$ cat config.mk
export PLATFORM = sky130hd
export DESIGN_NAME = png_chunk_framer_crc32_unit
export DESIGN_NICKNAME = d
export VERILOG_FILES = /design/src/sv/pcf_pkg.sv /design/src/sv/pcf_front.sv /design/src/sv/pcf_queue.sv /design/src/sv/pcf_back.sv /design/src/sv/png_chunk_framer_crc32_unit.sv
export SDC_FILE = /design/constraint.sdc
export NUM_CORES = 1
export LEC_CHECK = 0
export BUFFER_PORTS_ARGS = -buffer_cell sky130_fd_sc_hd__buf_4
export CELL_PAD_IN_SITES_DETAIL_PLACEMENT = 1
export CELL_PAD_IN_SITES_GLOBAL_PLACEMENT = 1
export CORE_MARGIN = 8
export CORE_UTILIZATION = 42
export CTS_CLUSTER_DIAMETER = 150
export CTS_CLUSTER_SIZE = 30
export DETAILED_ROUTE_END_ITERATION = 10
export HOLD_SLACK_MARGIN = 0.08
export MAX_ROUTING_LAYER = met4
export PLACE_DENSITY_LB_ADDON = 0.1
export SLEW_MARGIN = 20
export SYNTH_ARGS = -nofsm -noshare
export SYNTH_HDL_FRONTEND = slang
export SYNTH_HIERARCHICAL = 1
export SYNTH_SLANG_ARGS = --single-unit
$ cat constraint.sdc
create_clock -name clk -period 5.7 [get_ports clk]
set_input_delay 0.57 -clock clk [delete_from_list [all_inputs] [get_ports clk]]
set_output_delay 0.57 -clock clk [all_outputs]
set_load 0.1 [all_outputs]
$ cat src/sv/pcf_pkg.sv
package pcf_pkg;

	localparam int unsigned TYPE_W = 32;
	localparam int unsigned LEN_W  = 31;
	localparam int unsigned BYTE_W = 8;

	localparam logic [31:0] CRC_POLY = 32'hEDB88320;
	localparam logic [31:0] CRC_ONES = 32'hFFFFFFFF;

	// Input word layout: chunk_type, chunk_length, data_byte, zero pad.
	localparam int unsigned IN_DATA_W = 72;

	typedef enum logic [1:0] {
		KIND_ERR   = 2'd0,
		KIND_BEGIN = 2'd1,
		KIND_DATA  = 2'd2
	} cmd_kind_t;

	// flag: zero length on begin, last data byte on data.
	typedef struct packed {
		cmd_kind_t           kind;
		logic                flag;
		logic [TYPE_W-1:0]   chunk_type;
		logic [LEN_W-1:0]    chunk_length;
		logic [BYTE_W-1:0]   data_byte;
	} cmd_t;

endpackage

$ cat src/sv/pcf_front.sv
module pcf_front (
	input  logic                         clk,
	input  logic                         arst_n,
	input  logic                         in_valid,
	output logic                         in_ready,
	input  logic                         operation,
	input  logic [pcf_pkg::TYPE_W-1:0]   chunk_type,
	input  logic [pcf_pkg::LEN_W-1:0]    chunk_length,
	input  logic [pcf_pkg::BYTE_W-1:0]   data_byte,
	output logic                         push,
	output pcf_pkg::cmd_t                push_cmd,
	input  logic                         q_full
);

	logic                       chunk_open_q;
	logic [pcf_pkg::LEN_W-1:0]  bytes_left_q;
	logic                       bad;
	logic                       last_byte;

	assign in_ready  = !q_full;
	assign push      = in_valid && in_ready;
	// begin with a chunk open, or data with none open
	assign bad       = (operation == chunk_open_q) ? 1'b0 : 1'b1;
	assign last_byte = (bytes_left_q == pcf_pkg::LEN_W'(1));

	always_comb begin
		push_cmd.chunk_type   = chunk_type;
		push_cmd.chunk_length = chunk_length;
		push_cmd.data_byte    = data_byte;
		if (bad) begin
			push_cmd.kind = pcf_pkg::KIND_ERR;
			push_cmd.flag = 1'b0;
		end else if (!operation) begin
			push_cmd.kind = pcf_pkg::KIND_BEGIN;
			push_cmd.flag = (chunk_length == '0);
		end else begin
			push_cmd.kind = pcf_pkg::KIND_DATA;
			push_cmd.flag = last_byte;
		end
	end

	always_ff @(posedge clk or negedge arst_n) begin
		if (!arst_n) begin
			chunk_open_q <= 1'b0;
			bytes_left_q <= '0;
		end else if (push && !bad) begin
			if (!operation) begin
				chunk_open_q <= (chunk_length != '0);
				bytes_left_q <= chunk_length;
			end else if (last_byte) begin
				chunk_open_q <= 1'b0;
				bytes_left_q <= '0;
			end else begin
				bytes_left_q <= bytes_left_q - pcf_pkg::LEN_W'(1);
			end
		end
	end

endmodule

$ cat src/sv/pcf_queue.sv
module pcf_queue (
	input  logic          clk,
	input  logic          arst_n,
	input  logic          push,
	input  pcf_pkg::cmd_t push_cmd,
	output logic          full,
	input  logic          pop,
	output logic          head_valid,
	output pcf_pkg::cmd_t head
);

	pcf_pkg::cmd_t mem_q [2];
	logic          wr_ptr_q;
	logic          rd_ptr_q;
	logic [1:0]    count_q;

	assign full       = (count_q == 2'd2);
	assign head_valid = (count_q != 2'd0);
	assign head       = mem_q[rd_ptr_q];

	always_ff @(posedge clk) begin
		if (push) begin
			mem_q[wr_ptr_q] <= push_cmd;
		end
	end

	always_ff @(posedge clk or negedge arst_n) begin
		if (!arst_n) begin
			wr_ptr_q <= 1'b0;
			rd_ptr_q <= 1'b0;
			count_q  <= 2'd0;
		end else begin
			if (push) begin
				wr_ptr_q <= !wr_ptr_q;
			end
			if (pop) begin
				rd_ptr_q <= !rd_ptr_q;
			end
			if (push && !pop) begin
				count_q <= count_q + 2'd1;
			end else if (pop && !push) begin
				count_q <= count_q - 2'd1;
			end
		end
	end

endmodule

$ cat src/sv/pcf_back.sv
module pcf_back (
	input  logic          clk,
	input  logic          arst_n,
	input  logic          head_valid,
	input  pcf_pkg::cmd_t head,
	output logic          pop,
	output logic          m_tvalid,
	input  logic          m_tready,
	output logic [7:0]    m_tdata,
	output logic [1:0]    m_tuser,
	output logic          m_tlast
);

	localparam logic [3:0] STEP_TYPE0    = 4'd4;
	localparam logic [3:0] STEP_HDR_LAST = 4'd7;
	localparam logic [3:0] STEP_ZERO_END = 4'd11;
	localparam logic [3:0] STEP_DATA_END = 4'd4;

	function automatic logic [7:0] byte_of(input logic [31:0] w, input logic [1:0] idx);
		logic [7:0] b;
		case (idx)
			2'd0:    b = w[31:24];
			2'd1:    b = w[23:16];
			2'd2:    b = w[15:8];
			default: b = w[7:0];
		endcase
		return b;
	endfunction

	function automatic logic [31:0] fold_byte(input logic [31:0] crc, input logic [7:0] b);
		logic [31:0] c;
		c = crc ^ {24'd0, b};
		for (int k = 0; k < 8; k++) begin
			c = c[0] ? (pcf_pkg::CRC_POLY ^ (c >> 1)) : (c >> 1);
		end
		return c;
	endfunction

	logic [31:0] crc_q;
	logic [3:0]  step_q;
	logic        m_tvalid_q;
	logic [7:0]  m_tdata_q;
	logic [1:0]  m_tuser_q;
	logic        m_tlast_q;

	logic        advance;
	logic        emit;
	logic [3:0]  last_step;
	logic [3:0]  step_m1;
	logic [7:0]  cur_byte;
	logic        fold_en;
	logic [31:0] crc_base;
	logic        is_final;
	logic        is_end;
	logic        is_err;
	logic [31:0] crc_out;

	assign advance = !m_tvalid_q || m_tready;
	assign emit    = head_valid && advance;
	assign step_m1 = step_q - 4'd1;
	assign crc_out = crc_q ^ pcf_pkg::CRC_ONES;

	always_comb begin
		cur_byte  = 8'd0;
		fold_en   = 1'b0;
		last_step = 4'd0;
		is_err    = 1'b0;
		crc_base  = crc_q;
		case (head.kind)
			pcf_pkg::KIND_BEGIN: begin
				last_step = head.flag ? STEP_ZERO_END : STEP_HDR_LAST;
				case (step_q[3:2])
					2'd0:    cur_byte = byte_of({1'b0, head.chunk_length}, step_q[1:0]);
					2'd1: begin
						cur_byte = byte_of(head.chunk_type, step_q[1:0]);
						fold_en  = 1'b1;
						if (step_q == STEP_TYPE0) begin
							crc_base = pcf_pkg::CRC_ONES;
						end
					end
					default: cur_byte = byte_of(crc_out, step_q[1:0]);
				endcase
			end
			pcf_pkg::KIND_DATA: begin
				last_step = head.flag ? STEP_DATA_END : 4'd0;
				if (step_q == 4'd0) begin
					cur_byte = head.data_byte;
					fold_en  = 1'b1;
				end else begin
					cur_byte = byte_of(crc_out, step_m1[1:0]);
				end
			end
			default: begin
				is_err = 1'b1;
			end
		endcase
	end

	assign is_final = (step_q == last_step);
	assign is_end   = is_final && head.flag && !is_err;
	assign pop      = emit && is_final;

	always_ff @(posedge clk or negedge arst_n) begin
		if (!arst_n) begin
			crc_q      <= pcf_pkg::CRC_ONES;
			step_q     <= 4'd0;
			m_tvalid_q <= 1'b0;
		end else begin
			if (advance) begin
				m_tvalid_q <= head_valid;
			end
			if (emit) begin
				step_q <= is_final ? 4'd0 : step_q + 4'd1;
				if (is_end) begin
					crc_q <= pcf_pkg::CRC_ONES;
				end else if (fold_en) begin
					crc_q <= fold_byte(crc_base, cur_byte);
				end
			end
		end
	end

	always_ff @(posedge clk) begin
		if (emit) begin
			m_tdata_q <= cur_byte;
			m_tuser_q <= {is_err, is_end};
			m_tlast_q <= is_final;
		end
	end

	assign m_tvalid = m_tvalid_q;
	assign m_tdata  = m_tdata_q;
	assign m_tuser  = m_tuser_q;
	assign m_tlast  = m_tlast_q;

	a_end_is_last: assert property (@(posedge clk) disable iff (!arst_n)
		m_tvalid_q && m_tuser_q[0] |-> m_tlast_q)
		else $error("chunk end without end of run");
	a_err_is_last: assert property (@(posedge clk) disable iff (!arst_n)
		m_tvalid_q && m_tuser_q[1] |-> m_tlast_q && m_tdata_q == 8'd0)
		else $error("error word malformed");
	a_step_range: assert property (@(posedge clk) disable iff (!arst_n)
		step_q <= STEP_ZERO_END)
		else $error("step counter out of range");
	a_crc_restart: assert property (@(posedge clk) disable iff (!arst_n)
		emit && is_end |=> crc_q == pcf_pkg::CRC_ONES)
		else $error("crc not restarted after chunk close");

endmodule

$ cat src/sv/png_chunk_framer_crc32_unit.sv
// Channel  Dir  Width            Words
// s_*      in   tdata 72, user 1 one item: begin (type, length) or one data byte
// m_*      out  tdata 8, user 2  one byte of the framed chunk stream, tlast per run
//
// The output port moves one byte per cycle while m_tready is high; that port sets the rate.
// Begin: 8 output bytes (12 for zero length). Data: 1 byte (5 on the last
// byte). Out-of-sequence item: 1 byte. The front side takes one item per cycle
// while the 2-entry command queue has room.
// The CRC folds one byte per cycle, as each type or data byte leaves.
// Reset (arst_n low) empties the queue, closes any chunk and sets the CRC to ones.
// m_tready low holds the output register; the queue then fills and s_tready drops.
module png_chunk_framer_crc32_unit (
	input  logic                                  clk,
	input  logic                                  arst_n,
	input  logic                                  s_tvalid,
	output logic                                  s_tready,
	// [31:0] chunk_type, [62:32] chunk_length, [70:63] data_byte, [71] zero
	input  logic [pcf_pkg::IN_DATA_W-1:0]         s_tdata,
	// [0] operation: 0 begin, 1 data byte
	input  logic                                  s_tuser,
	output logic                                  m_tvalid,
	input  logic                                  m_tready,
	// [7:0] out_byte
	output logic [7:0]                            m_tdata,
	// [0] chunk_end, [1] error
	output logic [1:0]                            m_tuser,
	// last_of_run
	output logic                                  m_tlast
);

	logic          push;
	pcf_pkg::cmd_t push_cmd;
	logic          q_full;
	logic          pop;
	logic          head_valid;
	pcf_pkg::cmd_t head;

	// Front: sequence check, open/close tracking, command build.
	pcf_front u_front (
		.clk          (clk),
		.arst_n       (arst_n),
		.in_valid     (s_tvalid),
		.in_ready     (s_tready),
		.operation    (s_tuser),
		.chunk_type   (s_tdata[31:0]),
		.chunk_length (s_tdata[62:32]),
		.data_byte    (s_tdata[70:63]),
		.push         (push),
		.push_cmd     (push_cmd),
		.q_full       (q_full)
	);

	// Two-entry command queue decouples input acceptance from byte output.
	pcf_queue u_queue (
		.clk        (clk),
		.arst_n     (arst_n),
		.push       (push),
		.push_cmd   (push_cmd),
		.full       (q_full),
		.pop        (pop),
		.head_valid (head_valid),
		.head       (head)
	);

	// Back: byte sequencer, CRC, output register.
	pcf_back u_back (
		.clk        (clk),
		.arst_n     (arst_n),
		.head_valid (head_valid),
		.head       (head),
		.pop        (pop),
		.m_tvalid   (m_tvalid),
		.m_tready   (m_tready),
		.m_tdata    (m_tdata),
		.m_tuser    (m_tuser),
		.m_tlast    (m_tlast)
	);

endmodule

-- Yosys cells after proc, flatten, opt, wreduce, memory -nomap -nowiden
Memory sizes are Yosys's and may differ from the RTL's.
Cells that the tools add are included.
- reductions and logical operators: 27
- muxes and demuxes: 38
- bitwise gates (word level): 10
- equal/unequal tests: 13
- add/sub/neg operators: 5
- operators by type and width (cell ; count):
    $mux 32 ; 13
    $not 13->14 ; 8
    $pmux 8 s3 ; 4
    $mux 31 ; 2
    $not 32->32 ; 1
    $pmux 8 s2 ; 2
    $xor 32x8->32 ; 1
    $eq 31x1->1 const B ; 1
    $logic_not 31->1 ; 1
    $reduce_bool 31->1 ; 1
    $sub 31x1->31 const B ; 1
    $mux 3 ; 3
    $eq 2x1->1 const B ; 4
    $eq 2x2->1 const B ; 4
    $logic_and 1x1->1 ; 8
    $mux 4 ; 2
    $mux 8 ; 1
    $pmux 4 s2 ; 1
    $mux 1 ; 7
    $logic_not 1->1 ; 6
    $logic_not 2->1 ; 3
    $reduce_bool 2->1 ; 3
    $add 4x1->4 const B ; 1
    $eq 4x3->1 const B ; 1
    other kinds (11) ; 14
- bits in writable memories: 148
- word-level logic and storage cells: 105
- input bits: 77
- memories kept: 1
- register bits after elaboration: 84
- output and inout port bits: 13
- memories (name ; depth ; width ; read ports ; clocked after Yosys merged registers in ; wr ports ; line ; text):
    u_queue.mem_q ; 2 ; 74 ; 1 ; 0 ; 1 ; pcf_queue.sv:12 ; pcf_pkg::cmd_t mem_q [2];

-- Longest topological paths before layout
- depth after elaboration: 24
- mapped depth: 16
- depth with buffers taken out: 13

-- Modules after synthesis
Netlist, hierarchy kept.
- modules (own cells, without submodules) (module ; area each (µm²) ; seq. area each (µm²) ; cells each ; instances):
    pcf_queue ; 5731.7 ; 4544.4 ; 246 ; 1
    pcf_back ; 4341.7 ; 1296.2 ; 466 ; 1
    pcf_front ; 2803.9 ; 800.8 ; 326 ; 1

-- Least setup slack after synthesis
OpenSTA, ideal clock, no wires.
- path kind: input to register
- from: in s_tvalid
- to: mem u_queue/mem_q[0][0] (netlist name) (enable)
- path buffers: 0
- data required time: 5.184 ns
- setup time: 0.516 ns
- arrival: 4.153 ns
- cell stages on the path: 2
- slack: 1.031 ns
- cells stage by stage: nor2b_1 > nor2b_1
- longest elaborated chain between the ends: 3
- RTL lines (item ; line ; text):
    start: declaration ; png_chunk_framer_crc32_unit.sv:15 ; input logic s_tvalid,
    $logic_and 1x1->1 ; pcf_front.sv:21 ; assign push = in_valid && in_ready;
    $mux 1 ; pcf_queue.sv:22 ; if (push) begin
    $mux 1 (implied by the code) ; pcf_queue.sv:23 ; mem_q[wr_ptr_q] <= push_cmd;
    end: declaration ; pcf_queue.sv:12 ;
No other way between the ends.

-- Final worst setup path
- from: reg u_back.step_q[0]
- to: reg u_back.crc_q[18]
- longest elaborated chain between the ends: 20
- elaborated cells on any way between the ends: 43
- classes of those cells: 1 x add/sub; 6 x eq/ne; 22 x mux; 7 x bitwise; 7 x reduce/logical
- RTL lines (item ; line ; text):
    start: declaration ; pcf_back.sv:40 ; logic [3:0] step_q;
    start signal: assignment ; pcf_back.sv:113 ; step_q <= is_final ? 4'd0 : step_q + 4'd1;
    $sub 2x1->2 ; pcf_back.sv:60 ; assign step_m1 = step_q - 4'd1;
    $eq 2x2->1 (tied with other cells) ; pcf_back.sv:21 ; case (idx)
    $pmux 8 s3 ; pcf_back.sv:21 ;
    $mux 8 ; pcf_back.sv:86 ; if (step_q == 4'd0) begin
    $pmux 8 s2 * ; pcf_back.sv:69 ; case (head.kind)
    named net u_back.cur_byte[1] ; pcf_back.sv:50 ; logic [7:0] cur_byte;
    $xor 32x8->32 * ; pcf_back.sv:32 ; c = crc ^ {24'd0, b};
    $mux 32 * (2 in series) ; pcf_back.sv:34 ; c = c[0] ? (pcf_pkg::CRC_POLY ^ (c >> 1)) : (c >> 1);
    [3 not listed] ; n/a ;
    $not 13->14 (no line) ; n/a ;
    $mux 32 * ; pcf_back.sv:34 ;
    $not 13->14 (no line) ; n/a ;
    $mux 32 * ; pcf_back.sv:34 ;
    $not 13->14 (no line) ; n/a ;
    $mux 32 * (2 in series) ; pcf_back.sv:34 ;
    $mux 32 * ; pcf_back.sv:116 ; end else if (fold_en) begin
    $mux 32 * ; pcf_back.sv:114 ; if (is_end) begin
    end signal: assignment ; pcf_back.sv:105 ; crc_q <= pcf_pkg::CRC_ONES;
    end signal: assignment ; pcf_back.sv:115 ; crc_q <= pcf_pkg::CRC_ONES;
    end signal: assignment ; pcf_back.sv:117 ; crc_q <= fold_byte(crc_base, cur_byte);
    end: declaration ; pcf_back.sv:39 ; logic [31:0] crc_q;
The timed path passes the listed nets; every way through them passes the cells marked *. The select of a mux whose other input is x is not followed.
A chain may end at the register's enable or synchronous reset.

==> metrics <==
Post-synth ARST share=0.315; Worst IR Drop VDD=0.407 mV; Avg WL per Cell=23.4 µm; Layout area overhead=5.48%; site row count=64; Setup Skew=24.0 ps; Root Driver=clkbuf_16; gr ovfl total=0; DP HPWL=23.7 mm; vias in the first global route=8561; vias per cell=5.62; FMAX=246 MHz; clock-pin slew on the worst setup and hold paths=120 ps; final wirelength=33.5 mm; slew margin rel.=0.335; hold buffers post-CTS=0; cells after synthesis=1038; crit path kind=flip-flop to flip-flop; FF+latch count, synth=232; n_diodes=0; initial drt markers=440; Avg Cell Area, Syn=12.4 µm²; PD cells=725 nW/µm²; NetSw=4.25 mW; DRC errors left=0; Max Cap Viol=0; first-pass GRT wire length=51.7 mm; setup TNS=0 ps; CP max FO=16; Logic pwr share=0.609; cell-internal power=5.60 mW; largest net degree at the start of global routing=70; final setup violating endpoints=0; synthesized cell area=12900 µm²; Final nets=1120; dominant synthesized flop cell=edfxtp_1; Setup Buffers After CTS=0; vias=8043; Max Root-Sink Buffers=3; most frequent cells in the layout=159 x edfxtp_1, 103 x buf_4, 81 x nor2_1, 50 x mux2_4, 44 x a21oi_1; final hold vios=0; Final GP Congestion=0.839; core area=30400 µm²; EDFF count, synth=159; chip width=191 µm; Final Cycle Share=0.712; drt pass-1 iters=5; net count after synthesis=1128; Fin Hold WS=253 ps; HP Class=input pin to flip-flop; gr usage total=0.189; # H-tree levels=1; IO Port Bufs=88; post-CTS sizing=0; Clock Power Share=0.092; yosys warns=6; min Tclk post-route=4060 ps; post-synth cell types=91; critical path required time=6140 ps; clk sinks=232; register area share after synthesis=0.516; Clk Latency, worst-skew pair=500 ps; Initial Util=0.423; cts bufs inserted=11; Worst Max-Slew Pin Slew=994 ps; CTS tree=yes; Final ANT Viol Nets=0; max-slew violations=0; die span in y=191 µm; switch share=0.432; Critical Path Start Type=flip-flop; initial antenna violation count=0; RSZ-0062 raised after global routing=no; Leakage=4.97 nW; crit path DAT=4490 ps; Sequential Power Share=0.299; CP endpoint kind=flip-flop; layout cell share with drive strength beyond 1=0.254; Ports=90; status=finished clean; FILL cells=3207; die area=36500 µm²; commonest non-fill, non-tap cell in the layout=edfxtp_1
-- cell usage after synthesis, types with 11 or more instances --
library cell	count	area, µm²
nor4_1	15	93.8
dfstp_2	32	841
xnor2_1	38	333
mux2_4	50	751
nor3_1	22	110
nand2_1	31	116
a22o_1	13	114
mux2_2	24	270
a21oi_1	44	220
xor2_1	18	158
dfrtp_1	41	1030
buf_2	14	70.1
inv_1	34	128
nand2b_1	28	175
buf_4	77	578
nor2_1	81	304
buf_6	18	203
ha_1	13	163
clkbuf_1	16	60.1
nor2b_1	14	87.6
edfxtp_1	159	4770
a22oi_1	20	150
o2bb2ai_1	11	96.3
nand3_1	11	55.1
o21ai_0	36	180
-- critical path: stages, from the launching register on --
cell	delay, ps
dfrtp_1	510
inv_1	150
ha_1	700
inv_1	380
o22ai_1	260
o21ai_1	130
o32ai_4	420
xnor2_4	230
xor2_2	360
xnor3_1	310
xnor3_1	370
a21oi_1	150
-- final cells by class --
| type | instances | area [µm²] | area share |
|---|---|---|---|
| flip-flops and latches | 232 | 6650 | 0.489 |
| repair buffers | 104 | 793 | 0.0584 |
| multi-input cells | 646 | 5220 | 0.384 |
| clock inverters | 1 | 8.76 | 0.000645 |
| clock buffers | 16 | 294 | 0.0216 |
| well taps | 396 | 495 | 0.0365 |
| inverters | 35 | 131 | 0.00967 |
-- sequential cells by signal, indices dropped and copies added (netlist names), 2 cells and up --
register and flops:
u_back/crc_q 32, u_back/m_tdata 8, u_front/bytes_left_q 31, u_queue/mem_q 148, u_back/step_q 4, u_back/m_tuser 2
u_queue/count_q 2
-- worst paths after layout --
path / cells past startpoint / from / endpoint / slack (ps)
max in group asynchronous: 2 / arst_n / u_queue/rd_ptr_q$_DFFE_PN0P_ / 4630
setup reg to reg: 11 / u_back/step_q[0]$_DFFE_PN0P_ / u_back/crc_q[18]$_DFFE_PN1P_ / 1640
setup / recovery: 11 / u_back/step_q[0]$_DFFE_PN0P_ / u_back/crc_q[18]$_DFFE_PN1P_ / 1640
hold reg to reg: 1 / u_queue/count_q[1]$_DFFE_PN0P_ / u_queue/count_q[1]$_DFFE_PN0P_ / 500
hold / removal: 1 / s_tdata[64] / u_queue/mem_q[0][1]$_DFFE_PP_ / 250
min in group asynchronous: 1 / arst_n / u_back/crc_q[8]$_DFFE_PN1P_ / 290
-- power by group through the flow --
stage	sequential, mW	clock, mW	combinational [mW]
finish	2.95	0.903	6.00
global route	3.01	0.984	6.51
CTS	2.95	0.950	6.07
detailed placement	2.98	0	6.04
global placement	2.97	0	5.99
floorplan	3.11	0	4.68
-- through the flow --
| step | power, mW | worst slack, ps | instance area [µm²] | instances | util |
|---|---|---|---|---|---|
| floorplan | 7.79 | 1030 | 12900 | 1038 | - |
| global placement | 8.96 | 1630 | 13300 | 1413 | 0.436 |
| detailed placement | 9.02 | 1550 | 13300 | 1413 | 0.436 |
| CTS | 9.97 | 1530 | 13600 | 1430 | 0.446 |
| global route | 10.5 | 1290 | 13600 | 1430 | 0.446 |
| finish | 9.85 | 1640 | 13600 | 1430 | 0.446 |
-- kinds of logic after synthesis --
| kind of cell | Yosys count | synth area share |
|---|---|---|
| AOI/OAI and AO/OA | 220 | 0.126 |
| xor gates and xnor gates | 77 | 0.0750 |
| buffers and inverters | 160 | 0.0809 |
| DFF | 232 | 0.516 |
| adders and majority gates | 13 | 0.0126 |
| and+or+nand+nor | 254 | 0.105 |
| muxes | 82 | 0.0855 |
-- layer usage --
metal  vias to the layer above  track usage  part of all wire
met1                      4120        0.237              0.44
met5                         -            -                 0
met2                       140        0.321              0.50
met4                         0       0.0509             0.022
met3                        38       0.0213             0.031
li1                       3745            -                 -
No activity file was read; power rests on OpenSTA's default activity.
